<file path="src/two_axis_jog_velocity_interlock_top_macros.svh">
// assertion macros for the jog velocity interlock block
// expects aclk and aresetn in the scope where a macro is used
`ifndef TWO_AXIS_JOG_VELOCITY_INTERLOCK_TOP_MACROS_SVH
`define TWO_AXIS_JOG_VELOCITY_INTERLOCK_TOP_MACROS_SVH

// condition holds at every clock edge out of reset
`define JVI_ASSERT_ALWAYS(lbl, cond, msg) \
    lbl: assert property (@(posedge aclk) disable iff (!aresetn) (cond)) \
        else $error(msg);

// antecedent implies consequent in the same cycle
`define JVI_ASSERT_IMPL(lbl, ante, cons, msg) \
    lbl: assert property (@(posedge aclk) disable iff (!aresetn) (ante) |-> (cons)) \
        else $error(msg);

`endif

</file>
<file path="src/jvi_pkg.sv">
// shared types and constants for the jog velocity interlock block
// no dependencies
`timescale 1ns / 1ps

package jvi_pkg;

    // fixed field widths
    localparam int NOW_W      = 32;
    localparam int DEB_W      = 16;
    localparam int CFG_DATA_W = 20;
    localparam int CFG_IDX_W  = 2;
    localparam int SW_BASE    = NOW_W;   // switch bits follow the timestamp in s_tdata
    localparam int SW_W       = 4;
    localparam int STICK_BASE = SW_BASE + SW_W;

    // config register indexes
    localparam logic [CFG_IDX_W-1:0] CFG_MAX_SPEED = 2'd0;
    localparam logic [CFG_IDX_W-1:0] CFG_DEBOUNCE  = 2'd1;

    // config reset values
    localparam logic [CFG_DATA_W-1:0] MAX_SPEED_RST = 20'd1000;
    localparam logic [DEB_W-1:0]      DEBOUNCE_RST  = 16'd50;

    // result tuser layout
    localparam int TUSER_W         = 2;
    localparam int TUSER_AXIS      = 0;
    localparam int TUSER_HARD_STOP = 1;

    // axis codes
    localparam logic AXIS_X = 1'b0;
    localparam logic AXIS_Y = 1'b1;

    // debounced switch levels, pos x in the lowest bit
    typedef struct packed {
        logic neg_y;
        logic pos_y;
        logic neg_x;
        logic pos_x;
    } sw_t;

endpackage

</file>
<file path="src/jvi_debounce.sv">
// debounce of one limit switch against the millisecond timestamp
// depends on jvi_pkg
`timescale 1ns / 1ps

module jvi_debounce (
    input  logic                     aclk,
    input  logic                     aresetn,
    input  logic                     upd,
    input  logic                     raw,
    input  logic [jvi_pkg::NOW_W-1:0] now,
    input  logic [jvi_pkg::DEB_W-1:0] db_time,
    output logic                     stable
);
    import jvi_pkg::*;

    logic             seen_reg;
    logic [NOW_W-1:0] chg_reg;
    logic             stable_reg;
    logic [NOW_W-1:0] chg_next;
    logic [NOW_W-1:0] elapsed;

    // restart the hold timer on a raw change, accept once held long enough
    always_comb begin
        chg_next = (raw != seen_reg) ? now : chg_reg;
        elapsed  = now - chg_next;
        stable   = (elapsed >= NOW_W'(db_time)) ? raw : stable_reg;
    end

    always_ff @(posedge aclk) begin
        if (!aresetn) begin
            seen_reg   <= 1'b1;
            chg_reg    <= '0;
            stable_reg <= 1'b1;
        end else if (upd) begin
            seen_reg   <= raw;
            chg_reg    <= chg_next;
            stable_reg <= stable;
        end
    end

endmodule

</file>
<file path="src/jvi_scale.sv">
// stick code to signed velocity: dead zone, product, reciprocal divide by full scale
// depends on jvi_pkg (timescale only); two register stages driven by the top level
`timescale 1ns / 1ps

module jvi_scale #(
    parameter int ADC_BITS = 6,
    parameter int MS_BITS  = 20
) (
    input  logic                aclk,
    input  logic                ld1,
    input  logic                ld2,
    input  logic [ADC_BITS-1:0] code,
    input  logic [MS_BITS-1:0]  max_speed,
    output logic                vel_neg,
    output logic [MS_BITS-1:0]  vel_mag
);
    import jvi_pkg::*;

    localparam int PW     = ADC_BITS + MS_BITS;
    localparam int FULL_I = (1 << ADC_BITS) - 1;
    // floor(2^PW / full); quotient estimate is exact or one low
    localparam logic [63:0] RECIP = (64'd1 << PW) / 64'(FULL_I);
    localparam logic [ADC_BITS+2:0] LO_LIM = (ADC_BITS+3)'(2 * FULL_I);
    localparam logic [ADC_BITS+2:0] HI_LIM = (ADC_BITS+3)'(3 * FULL_I);
    localparam logic [ADC_BITS:0]   FULL_X = (ADC_BITS+1)'(FULL_I);

    logic [ADC_BITS+2:0] code5;
    logic [ADC_BITS:0]   code2;
    logic                dead;
    logic                neg;
    logic [ADC_BITS:0]   diff_w;
    logic [ADC_BITS-1:0] diff;
    logic [PW-1:0]       prod_next;
    logic [2*PW:0]       recip_prod;

    logic [PW-1:0]  p1_reg;
    logic           neg1_reg;
    logic [PW-1:0]  p2_reg;
    logic           neg2_reg;
    logic [MS_BITS:0] q0_reg;

    logic [PW:0]    qf;
    logic [PW:0]    rem;
    logic [MS_BITS:0] q_fix;

    // dead zone and distance from center
    always_comb begin
        code5  = ((ADC_BITS+3)'(code) << 2) + (ADC_BITS+3)'(code);
        code2  = (ADC_BITS+1)'(code) << 1;
        dead   = !(code5 < LO_LIM || code5 > HI_LIM);
        neg    = code2 < FULL_X;
        diff_w = neg ? (FULL_X - code2) : (code2 - FULL_X);
        diff   = dead ? '0 : diff_w[ADC_BITS-1:0];
        prod_next = PW'(diff) * PW'(max_speed);
    end

    // stage one: distance times full-scale speed
    always_ff @(posedge aclk) begin
        if (ld1) begin
            p1_reg   <= prod_next;
            neg1_reg <= neg;
        end
    end

    // stage two: quotient estimate by reciprocal
    assign recip_prod = (2*PW+1)'(p1_reg) * (2*PW+1)'(RECIP[MS_BITS:0]);

    always_ff @(posedge aclk) begin
        if (ld2) begin
            q0_reg   <= recip_prod[PW +: MS_BITS+1];
            p2_reg   <= p1_reg;
            neg2_reg <= neg1_reg;
        end
    end

    // one correction step: q*full as shift and subtract
    always_comb begin
        qf      = ((PW+1)'(q0_reg) << ADC_BITS) - (PW+1)'(q0_reg);
        rem     = (PW+1)'(p2_reg) - qf;
        q_fix   = (rem >= (PW+1)'(FULL_I)) ? (q0_reg + 1'b1) : q0_reg;
        vel_mag = q_fix[MS_BITS-1:0];
        vel_neg = neg2_reg && (vel_mag != '0);
    end

endmodule

</file>
<file path="src/jvi_cmd.sv">
// limit interlock, change detection and the two-word result register
// depends on jvi_pkg
`timescale 1ns / 1ps

module jvi_cmd #(
    parameter int SPEED_BITS = 20,
    parameter int MS_BITS    = 20,
    parameter int M_TDATA_W  = 24
) (
    input  logic                          aclk,
    input  logic                          aresetn,
    input  logic                          in_valid,
    output logic                          in_ready,
    input  jvi_pkg::sw_t                  sw,
    input  logic                          x_neg,
    input  logic [MS_BITS-1:0]            x_mag,
    input  logic                          y_neg,
    input  logic [MS_BITS-1:0]            y_mag,
    output logic                          m_tvalid,
    input  logic                          m_tready,
    output logic [M_TDATA_W-1:0]          m_tdata,  // forward, speed
    output logic [jvi_pkg::TUSER_W-1:0]   m_tuser,  // axis, hard_stop
    output logic                          m_tlast
);
    import jvi_pkg::*;

    // last commanded velocity per axis, sign and magnitude
    logic                  vel_neg_reg [2];
    logic [MS_BITS-1:0]    vel_mag_reg [2];

    // result slots, slot 0 is on the port
    logic                  slot_axis_reg [2];
    logic                  slot_hs_reg   [2];
    logic                  slot_fwd_reg  [2];
    logic                  slot_last_reg [2];
    logic [SPEED_BITS-1:0] slot_spd_reg  [2];
    logic [1:0]            cnt_reg;

    logic                  stop_all;
    logic                  blk [2];
    logic                  tv_neg [2];
    logic [MS_BITS-1:0]    tv_mag [2];
    logic                  chg [2];
    logic                  w_hs [2];
    logic                  w_fwd [2];
    logic [SPEED_BITS-1:0] w_spd [2];
    logic                  load;
    logic                  pop;
    logic                  first;

    // interlock: a hit switch blocks motion toward it, an opposing pair stops all
    always_comb begin
        stop_all = (sw.pos_x && sw.neg_x) || (sw.pos_y && sw.neg_y);
        blk[0] = stop_all || (sw.pos_x && !x_neg && (x_mag != '0)) || (sw.neg_x && x_neg);
        blk[1] = stop_all || (sw.pos_y && !y_neg && (y_mag != '0)) || (sw.neg_y && y_neg);
        tv_mag[0] = blk[0] ? '0 : x_mag;
        tv_mag[1] = blk[1] ? '0 : y_mag;
        tv_neg[0] = x_neg && !blk[0];
        tv_neg[1] = y_neg && !blk[1];
        for (int a = 0; a < 2; a++) begin
            chg[a]   = (tv_mag[a] != vel_mag_reg[a]) || (tv_neg[a] != vel_neg_reg[a]);
            w_hs[a]  = (tv_mag[a] == '0);
            w_fwd[a] = !w_hs[a] && !tv_neg[a];
            w_spd[a] = SPEED_BITS'(tv_mag[a]);
        end
    end

    // handshake: take a word when empty, or when the only word leaves now
    assign m_tvalid = (cnt_reg != 2'd0);
    assign pop      = m_tvalid && m_tready;
    assign in_ready = (cnt_reg == 2'd0) || ((cnt_reg == 2'd1) && m_tready);
    assign load     = in_valid && in_ready;
    assign first    = chg[0] ? AXIS_X : AXIS_Y;

    // result slots and count
    always_ff @(posedge aclk) begin
        if (!aresetn) begin
            cnt_reg <= 2'd0;
        end else if (load) begin
            cnt_reg <= {1'b0, chg[0]} + {1'b0, chg[1]};
        end else if (pop) begin
            cnt_reg <= cnt_reg - 2'd1;
        end
    end

    always_ff @(posedge aclk) begin
        if (load) begin
            slot_axis_reg[0] <= first;
            slot_hs_reg[0]   <= w_hs[first];
            slot_fwd_reg[0]  <= w_fwd[first];
            slot_spd_reg[0]  <= w_spd[first];
            slot_last_reg[0] <= !(chg[0] && chg[1]);
            slot_axis_reg[1] <= AXIS_Y;
            slot_hs_reg[1]   <= w_hs[1];
            slot_fwd_reg[1]  <= w_fwd[1];
            slot_spd_reg[1]  <= w_spd[1];
            slot_last_reg[1] <= 1'b1;
        end else if (pop) begin
            slot_axis_reg[0] <= slot_axis_reg[1];
            slot_hs_reg[0]   <= slot_hs_reg[1];
            slot_fwd_reg[0]  <= slot_fwd_reg[1];
            slot_spd_reg[0]  <= slot_spd_reg[1];
            slot_last_reg[0] <= slot_last_reg[1];
        end
    end

    // commanded velocity follows every accepted sample
    always_ff @(posedge aclk) begin
        if (!aresetn) begin
            for (int a = 0; a < 2; a++) begin
                vel_neg_reg[a] <= 1'b0;
                vel_mag_reg[a] <= '0;
            end
        end else if (load) begin
            for (int a = 0; a < 2; a++) begin
                vel_neg_reg[a] <= tv_neg[a];
                vel_mag_reg[a] <= tv_mag[a];
            end
        end
    end

    // port view of slot 0
    always_comb begin
        m_tdata = M_TDATA_W'({slot_spd_reg[0], slot_fwd_reg[0]});
        m_tuser = '0;
        m_tuser[TUSER_AXIS]      = slot_axis_reg[0];
        m_tuser[TUSER_HARD_STOP] = slot_hs_reg[0];
        m_tlast = slot_last_reg[0];
    end

endmodule

</file>
<file path="src/two_axis_jog_velocity_interlock_top.sv">
// A sample passes the input register, the scaling stages and the result register.
// Throughput: one sample per cycle while each causes at most one command word and
// m_tready is high; after a sample that changes both axes the next one waits until
// the first word has left. Reset (aresetn, synchronous, active low): all switches
// read as hit, commanded velocities zero, max_speed = 1000 (low MS_BITS bits), debounce 50 ms.
`timescale 1ns / 1ps

`include "two_axis_jog_velocity_interlock_top_macros.svh"

module two_axis_jog_velocity_interlock_top #(
    parameter int ADC_BITS   = 6,
    parameter int SPEED_BITS = 20
) (
    input  logic                                aclk,
    input  logic                                aresetn,
    // config write channel
    input  logic                                cfg_valid,
    output logic                                cfg_ready,
    input  logic [jvi_pkg::CFG_IDX_W-1:0]       cfg_index,
    input  logic [jvi_pkg::CFG_DATA_W-1:0]      cfg_data,
    // sample stream
    input  logic                                s_tvalid,
    output logic                                s_tready,
    // now_ms, raw_pos_x, raw_neg_x, raw_pos_y, raw_neg_y, stick_x, stick_y
    input  logic [((jvi_pkg::STICK_BASE+2*ADC_BITS+7)/8)*8-1:0] s_tdata,
    // command stream
    output logic                                m_tvalid,
    input  logic                                m_tready,
    // forward, speed
    output logic [((SPEED_BITS+1+7)/8)*8-1:0]   m_tdata,
    // axis, hard_stop
    output logic [jvi_pkg::TUSER_W-1:0]         m_tuser,
    output logic                                m_tlast
);
    import jvi_pkg::*;

    localparam int MS_BITS   = (SPEED_BITS < CFG_DATA_W) ? SPEED_BITS : CFG_DATA_W;
    localparam int M_TDATA_W = ((SPEED_BITS + 1 + 7) / 8) * 8;

    logic [MS_BITS-1:0]  max_speed_reg;
    logic [DEB_W-1:0]    debounce_reg;

    logic [NOW_W-1:0]    now0_reg;
    sw_t                 raw0_reg;
    logic [ADC_BITS-1:0] sx0_reg;
    logic [ADC_BITS-1:0] sy0_reg;
    logic                v0_reg;
    sw_t                 sw1_reg;
    logic                v1_reg;
    sw_t                 sw2_reg;
    logic                v2_reg;

    logic                rdy0;
    logic                rdy1;
    logic                rdy2;
    logic                cmd_ready;
    logic                db_upd;
    sw_t                 sw_next;
    logic                x_neg;
    logic                y_neg;
    logic [MS_BITS-1:0]  x_mag;
    logic [MS_BITS-1:0]  y_mag;

    // config registers, always ready
    assign cfg_ready = 1'b1;

    always_ff @(posedge aclk) begin
        if (!aresetn) begin
            max_speed_reg <= MAX_SPEED_RST[MS_BITS-1:0];
            debounce_reg  <= DEBOUNCE_RST;
        end else if (cfg_valid) begin
            unique case (cfg_index)
                CFG_MAX_SPEED: max_speed_reg <= cfg_data[MS_BITS-1:0];
                CFG_DEBOUNCE:  debounce_reg  <= cfg_data[DEB_W-1:0];
                default: ;
            endcase
        end
    end

    // pipeline ready chain, a stage loads when empty or draining
    assign rdy2     = !v2_reg || cmd_ready;
    assign rdy1     = !v1_reg || rdy2;
    assign rdy0     = !v0_reg || rdy1;
    assign s_tready = rdy0;
    assign db_upd   = v0_reg && rdy1;

    always_ff @(posedge aclk) begin
        if (!aresetn) begin
            v0_reg <= 1'b0;
            v1_reg <= 1'b0;
            v2_reg <= 1'b0;
        end else begin
            if (rdy0) v0_reg <= s_tvalid;
            if (rdy1) v1_reg <= v0_reg;
            if (rdy2) v2_reg <= v1_reg;
        end
    end

    // input register
    always_ff @(posedge aclk) begin
        if (rdy0) begin
            now0_reg <= s_tdata[NOW_W-1:0];
            raw0_reg <= sw_t'(s_tdata[SW_BASE +: SW_W]);
            sx0_reg  <= s_tdata[STICK_BASE +: ADC_BITS];
            sy0_reg  <= s_tdata[STICK_BASE + ADC_BITS +: ADC_BITS];
        end
    end

    // switch debounce, one lane per switch
    jvi_debounce u_db_pos_x (
        .aclk(aclk), .aresetn(aresetn), .upd(db_upd), .raw(raw0_reg.pos_x),
        .now(now0_reg), .db_time(debounce_reg), .stable(sw_next.pos_x)
    );
    jvi_debounce u_db_neg_x (
        .aclk(aclk), .aresetn(aresetn), .upd(db_upd), .raw(raw0_reg.neg_x),
        .now(now0_reg), .db_time(debounce_reg), .stable(sw_next.neg_x)
    );
    jvi_debounce u_db_pos_y (
        .aclk(aclk), .aresetn(aresetn), .upd(db_upd), .raw(raw0_reg.pos_y),
        .now(now0_reg), .db_time(debounce_reg), .stable(sw_next.pos_y)
    );
    jvi_debounce u_db_neg_y (
        .aclk(aclk), .aresetn(aresetn), .upd(db_upd), .raw(raw0_reg.neg_y),
        .now(now0_reg), .db_time(debounce_reg), .stable(sw_next.neg_y)
    );

    // switch levels travel alongside the velocity pipeline
    always_ff @(posedge aclk) begin
        if (rdy1) sw1_reg <= sw_next;
        if (rdy2) sw2_reg <= sw1_reg;
    end

    // velocity scaling per axis
    jvi_scale #(.ADC_BITS(ADC_BITS), .MS_BITS(MS_BITS)) u_scale_x (
        .aclk(aclk), .ld1(rdy1), .ld2(rdy2), .code(sx0_reg),
        .max_speed(max_speed_reg), .vel_neg(x_neg), .vel_mag(x_mag)
    );
    jvi_scale #(.ADC_BITS(ADC_BITS), .MS_BITS(MS_BITS)) u_scale_y (
        .aclk(aclk), .ld1(rdy1), .ld2(rdy2), .code(sy0_reg),
        .max_speed(max_speed_reg), .vel_neg(y_neg), .vel_mag(y_mag)
    );

    // interlock and command words
    jvi_cmd #(.SPEED_BITS(SPEED_BITS), .MS_BITS(MS_BITS), .M_TDATA_W(M_TDATA_W)) u_cmd (
        .aclk(aclk), .aresetn(aresetn),
        .in_valid(v2_reg), .in_ready(cmd_ready), .sw(sw2_reg),
        .x_neg(x_neg), .x_mag(x_mag), .y_neg(y_neg), .y_mag(y_mag),
        .m_tvalid(m_tvalid), .m_tready(m_tready),
        .m_tdata(m_tdata), .m_tuser(m_tuser), .m_tlast(m_tlast)
    );

    // checks
    `JVI_ASSERT_IMPL(a_stop_no_motion, m_tvalid && m_tuser[TUSER_HARD_STOP], m_tdata == '0, "hard stop word carries motion")
    `JVI_ASSERT_IMPL(a_x_before_y, m_tvalid && !m_tlast, m_tuser[TUSER_AXIS] == AXIS_X, "non-final word is not for axis X")
    `JVI_ASSERT_IMPL(a_empty_takes, !m_tvalid, s_tready, "input stalled with empty result register")

endmodule

</file>
<file path="config.mk">
export PLATFORM = sky130hd
export DESIGN_NAME = two_axis_jog_velocity_interlock_top
export DESIGN_NICKNAME = d
export VERILOG_FILES = /design/src/jvi_pkg.sv /design/src/jvi_debounce.sv /design/src/jvi_scale.sv /design/src/jvi_cmd.sv /design/src/two_axis_jog_velocity_interlock_top.sv
export VERILOG_INCLUDE_DIRS = /design/src /design/src/src
export SDC_FILE = /design/constraint.sdc
export NUM_CORES = 2
export LEC_CHECK = 0
export BUFFER_PORTS_ARGS = -buffer_cell sky130_fd_sc_hd__buf_2
export CAP_MARGIN = 20
export CELL_PAD_IN_SITES_DETAIL_PLACEMENT = 0
export CELL_PAD_IN_SITES_GLOBAL_PLACEMENT = 1
export CORE_MARGIN = 2
export CORE_UTILIZATION = 46
export DETAILED_ROUTE_END_ITERATION = 6
export GPL_ROUTABILITY_DRIVEN = 0
export HOLD_SLACK_MARGIN = 0.12
export PLACE_DENSITY = 0.8
export SYNTH_ARGS = -nofsm -noshare
export SYNTH_HDL_FRONTEND = slang
export SYNTH_SLANG_ARGS = --single-unit
export TNS_END_PERCENT = 10
</file>
<file path="constraint.sdc">
create_clock -name aclk -period 7.2 [get_ports aclk]
set_input_delay 1.44 -clock aclk [delete_from_list [all_inputs] [get_ports aclk]]
set_output_delay 1.44 -clock aclk [all_outputs]
set_load 0.01 [all_outputs]
</file>
==> flow_metrics.env <==
export IMPL_drive_gt1_frac=0.0928
export IMPL_post_synth_top_count_cell="inv_1"
export IMPL_pin_count=105
export IMPL_report_final_slew_viol_count=0
export IMPL_fp_row_count=114
export IMPL_grtUsageMet3=0.0329
export IMPL_slew_headroom=0.336
export IMPL_area_growth_pct=11.0
export IMPL_ir_drop_mv=0.262
export IMPL_synth_cells=4928
export IMPL_holdCritStartpoint="u_scale_y.neg1_reg"
export IMPL_status="finished, violations left"
export IMPL_min_to="u_scale_y.neg2_reg"
export IMPL_hold_path_class="flop to flop"
export IMPL_yosys_area_top_type_share=0.196
export IMPL_synthTopCellsByCount="603 x inv_1, 562 x ha_1, 481 x nand2_1"
export IMPL_end_kind="flop"
export IMPL_yosys_top_cells_area="edfxtp_1 20%, ha_1 16%, fa_1 10%"
export IMPL_muxShareOfSynthArea=0.0361
export IMPL_drtPass1Iterations=7
export IMPL_violations="design-rule violations"
export IMPL_synth_compound_area_share=0.166
export IMPL_cts_tree="done"
export IMPL_synth_area_per_cell_um2=9.13
export IMPL_n_fill_cell=8975
export IMPL_final_nets=5956
export IMPL_synth_edf_count=294
export IMPL_io_buffer_count=100
export IMPL_yosysUniqueCellTypes=104
export IMPL_worst_hold_path_num_cells=0
export IMPL_synth_simple_area_share=0.158
export IMPL_r2r_worst_path_cells=34
export IMPL_skew_ns=0.0258
export IMPL_hpwl_um=92600
export IMPL_clock_path_buffers=3
export IMPL_core_area_um2=96900
export IMPL_drc=1
export IMPL_antenna_found_initial=8
export IMPL_crit_type="flop to flop"
export IMPL_drt_wirelength_per_cell_um=18.4
export IMPL_arrival_ns=7.33
export IMPL_drv_cap=0
export IMPL_die_w_um=317
export IMPL_power_density_nw_per_um2=374
export IMPL_setup_ws_ns=0.265
export IMPL_rsz0062_at_grt="true"
export IMPL_hold_buffers=0
export IMPL_grt_busiest_layer="met2"
export IMPL_vias_per_cell=5.58
export IMPL_max_slew_worst_pin_slew_ns=0.996
export IMPL_initial_utilization=0.465
export IMPL_regToRegEndpoint="u_scale_y.p1_reg[25]"
export IMPL_tns_ns=0
export IMPL_drt_iter0_markers=2415
export IMPL_p_leak_uw=0.0241
export IMPL_finalHoldViolCount=0
export IMPL_r2r_start="sy0_reg[1]"
export IMPL_yosysTopAreaCell="edfxtp_1"
export IMPL_use_met1=0.335
export IMPL_cp_required_ns=7.60
export IMPL_slowest_stage="fa_1"
export IMPL_cts_buffers=56
export IMPL_synth_fa_ha_area_frac=0.256
export IMPL_setup_viol=0
export IMPL_crit_top_cell="a21oi_2"
export IMPL_period_minus_slack_ns=6.93
export IMPL_fin_crit_sh=0.963
export IMPL_htree_levels=2
export IMPL_cpPeakStageDelay_ns=0.59
export IMPL_grtUsageMet2=0.375
export IMPL_num_vias=35825
export IMPL_pre_cts_slack_ns=-0.116
export IMPL_grt_pass1_wl_um=189000
export IMPL_worstPathMaxFanout=6
export IMPL_path_clk_slew_ns=0.06
export IMPL_max_freq_mhz=144
export IMPL_yosysSeqAreaShare=0.276
export IMPL_synth_seq_cells=473
export IMPL_synthXorXnorAreaFrac=0.0434
export IMPL_fin_area_um2=50000
export IMPL_reg2reg_slack_ns=0.27
export IMPL_worst_skew_pair_late_latency_ns=0.67
export IMPL_start_kind="flop"
export IMPL_grt_max_degree=116
export IMPL_placed_area_um2=47800
export IMPL_cts_root_buf="clkbuf_16"
export IMPL_dieArea_um2=100000
export IMPL_grt_ovfl_total=0
export IMPL_fp_dieH_um=317
export IMPL_postRouteAntennaNets=0
export IMPL_cts_sinks=473
export IMPL_synth_top_family_by_area="adder cells"
export IMPL_netlist_area_um2=45000
export IMPL_grt_pass1_vias=34621
export IMPL_ys_warn_count=0
export IMPL_wirelength_um=118000
export IMPL_async_reset_ff_frac=0
export IMPL_ys_flop_type="edfxtp_1"
export IMPL_grt_usage=0.235
## report_power, final
group,total [µW],internal (µW),switching [µW]
Sequential,3910,3500,404
Combinational,11800,5010,6810
Clock,2930,1690,1240
Total,18700,10200,8450
## worst max path at each step
| stage | startpoint | endpoint | slack (ns) | cells past startpoint |
|---|---|---|---|---|
| after global routing | sy0_reg[2] | u_scale_y.p1_reg[25] | -0.14 | 33 |
| after CTS | sy0_reg[0] | u_scale_y.p1_reg[25] | -0.002 | 33 |
| after detailed placement | sy0_reg[0] | u_scale_y.p1_reg[25] | -0.12 | 33 |
| after global placement | sy0_reg[0] | u_scale_y.p1_reg[25] | 0.04 | 33 |
| after floorplan | sy0_reg[2] | u_scale_y.p1_reg[25] | -0.11 | 34 |
| final | sy0_reg[1] | u_scale_y.p1_reg[25] | 0.27 | 34 |
## metal layers
metal,up-vias,part of all wire,wire [µm]
li1,17715,-,-
met1,16983,0.47,55600
met2,918,0.44,52400
met3,205,0.054,6420
met4,4,0.029,3440
met5,-,0.00018,21
## final cells by class
class | count | area [µm²] | area share
clock inverters | 37 | 399 | 0.00799
multi-input cells | 3694 | 30000 | 0.600
diodes | 3 | 7.51 | 0.000150
inverters | 604 | 2270 | 0.0454
repair buffers | 266 | 1820 | 0.0364
flip-flops and latches | 473 | 12400 | 0.248
clock buffers | 68 | 1490 | 0.0298
well taps | 1276 | 1600 | 0.0320
## cell usage in the layout, fill, tap and decap left out, types with 36 or more instances in the layout
master / n
a21boi_0: 42
a21o_1: 81
a21oi_1: 200
a31oi_1: 40
and3_1: 37
buf_2: 99
buf_4: 161
clkbuf_16: 58
dfxtp_1: 179
edfxtp_1: 294
fa_1: 222
ha_1: 557
inv_1: 602
mux2i_1: 151
nand2_1: 479
nand2b_1: 113
nand3_1: 100
nor2_1: 336
nor2b_1: 63
nor3_1: 97
nor4_1: 36
o211a_1: 124
o21a_1: 43
o21ai_0: 149
xnor2_1: 171
xor2_1: 46
## metrics by stage
stage               hold WS (ns)   util  power, µW  cells
CTS                        0.428  0.513      18600   6409
detailed placement         0.413  0.493      15500   6302
global placement           0.407  0.493      15400   6302
global route               0.436  0.516      20500   6419
floorplan                  0.400      -      12400   4930
finish                     0.422  0.516      18700   6421
## critical path, delay by kind of cell (launching register included)
kind,cells,cell delay [ns]
flops,1,0.38
fa+ha+maj,5,2.19
compound gates,19,3.14
xor+xnor,1,0.13
buf+inv,4,0.44
simple gates,5,0.39
## kinds of logic after synthesis
logic type	count (synthesis)
compound gates	1047
xor+xnor	222
fa+ha+maj	786
buf+inv	763
flops	473
mux	161
other cells	2
simple gates	1474
## what timing repair did
action / in CTS / in global routing
setup endpoints to repair: 5 / 18
pin swaps: 4 / 31
resized for setup: 7 / 34
gates cloned: 0 / 1
setup buffers: 2 / 6
(Power assumes the default switching activity.)
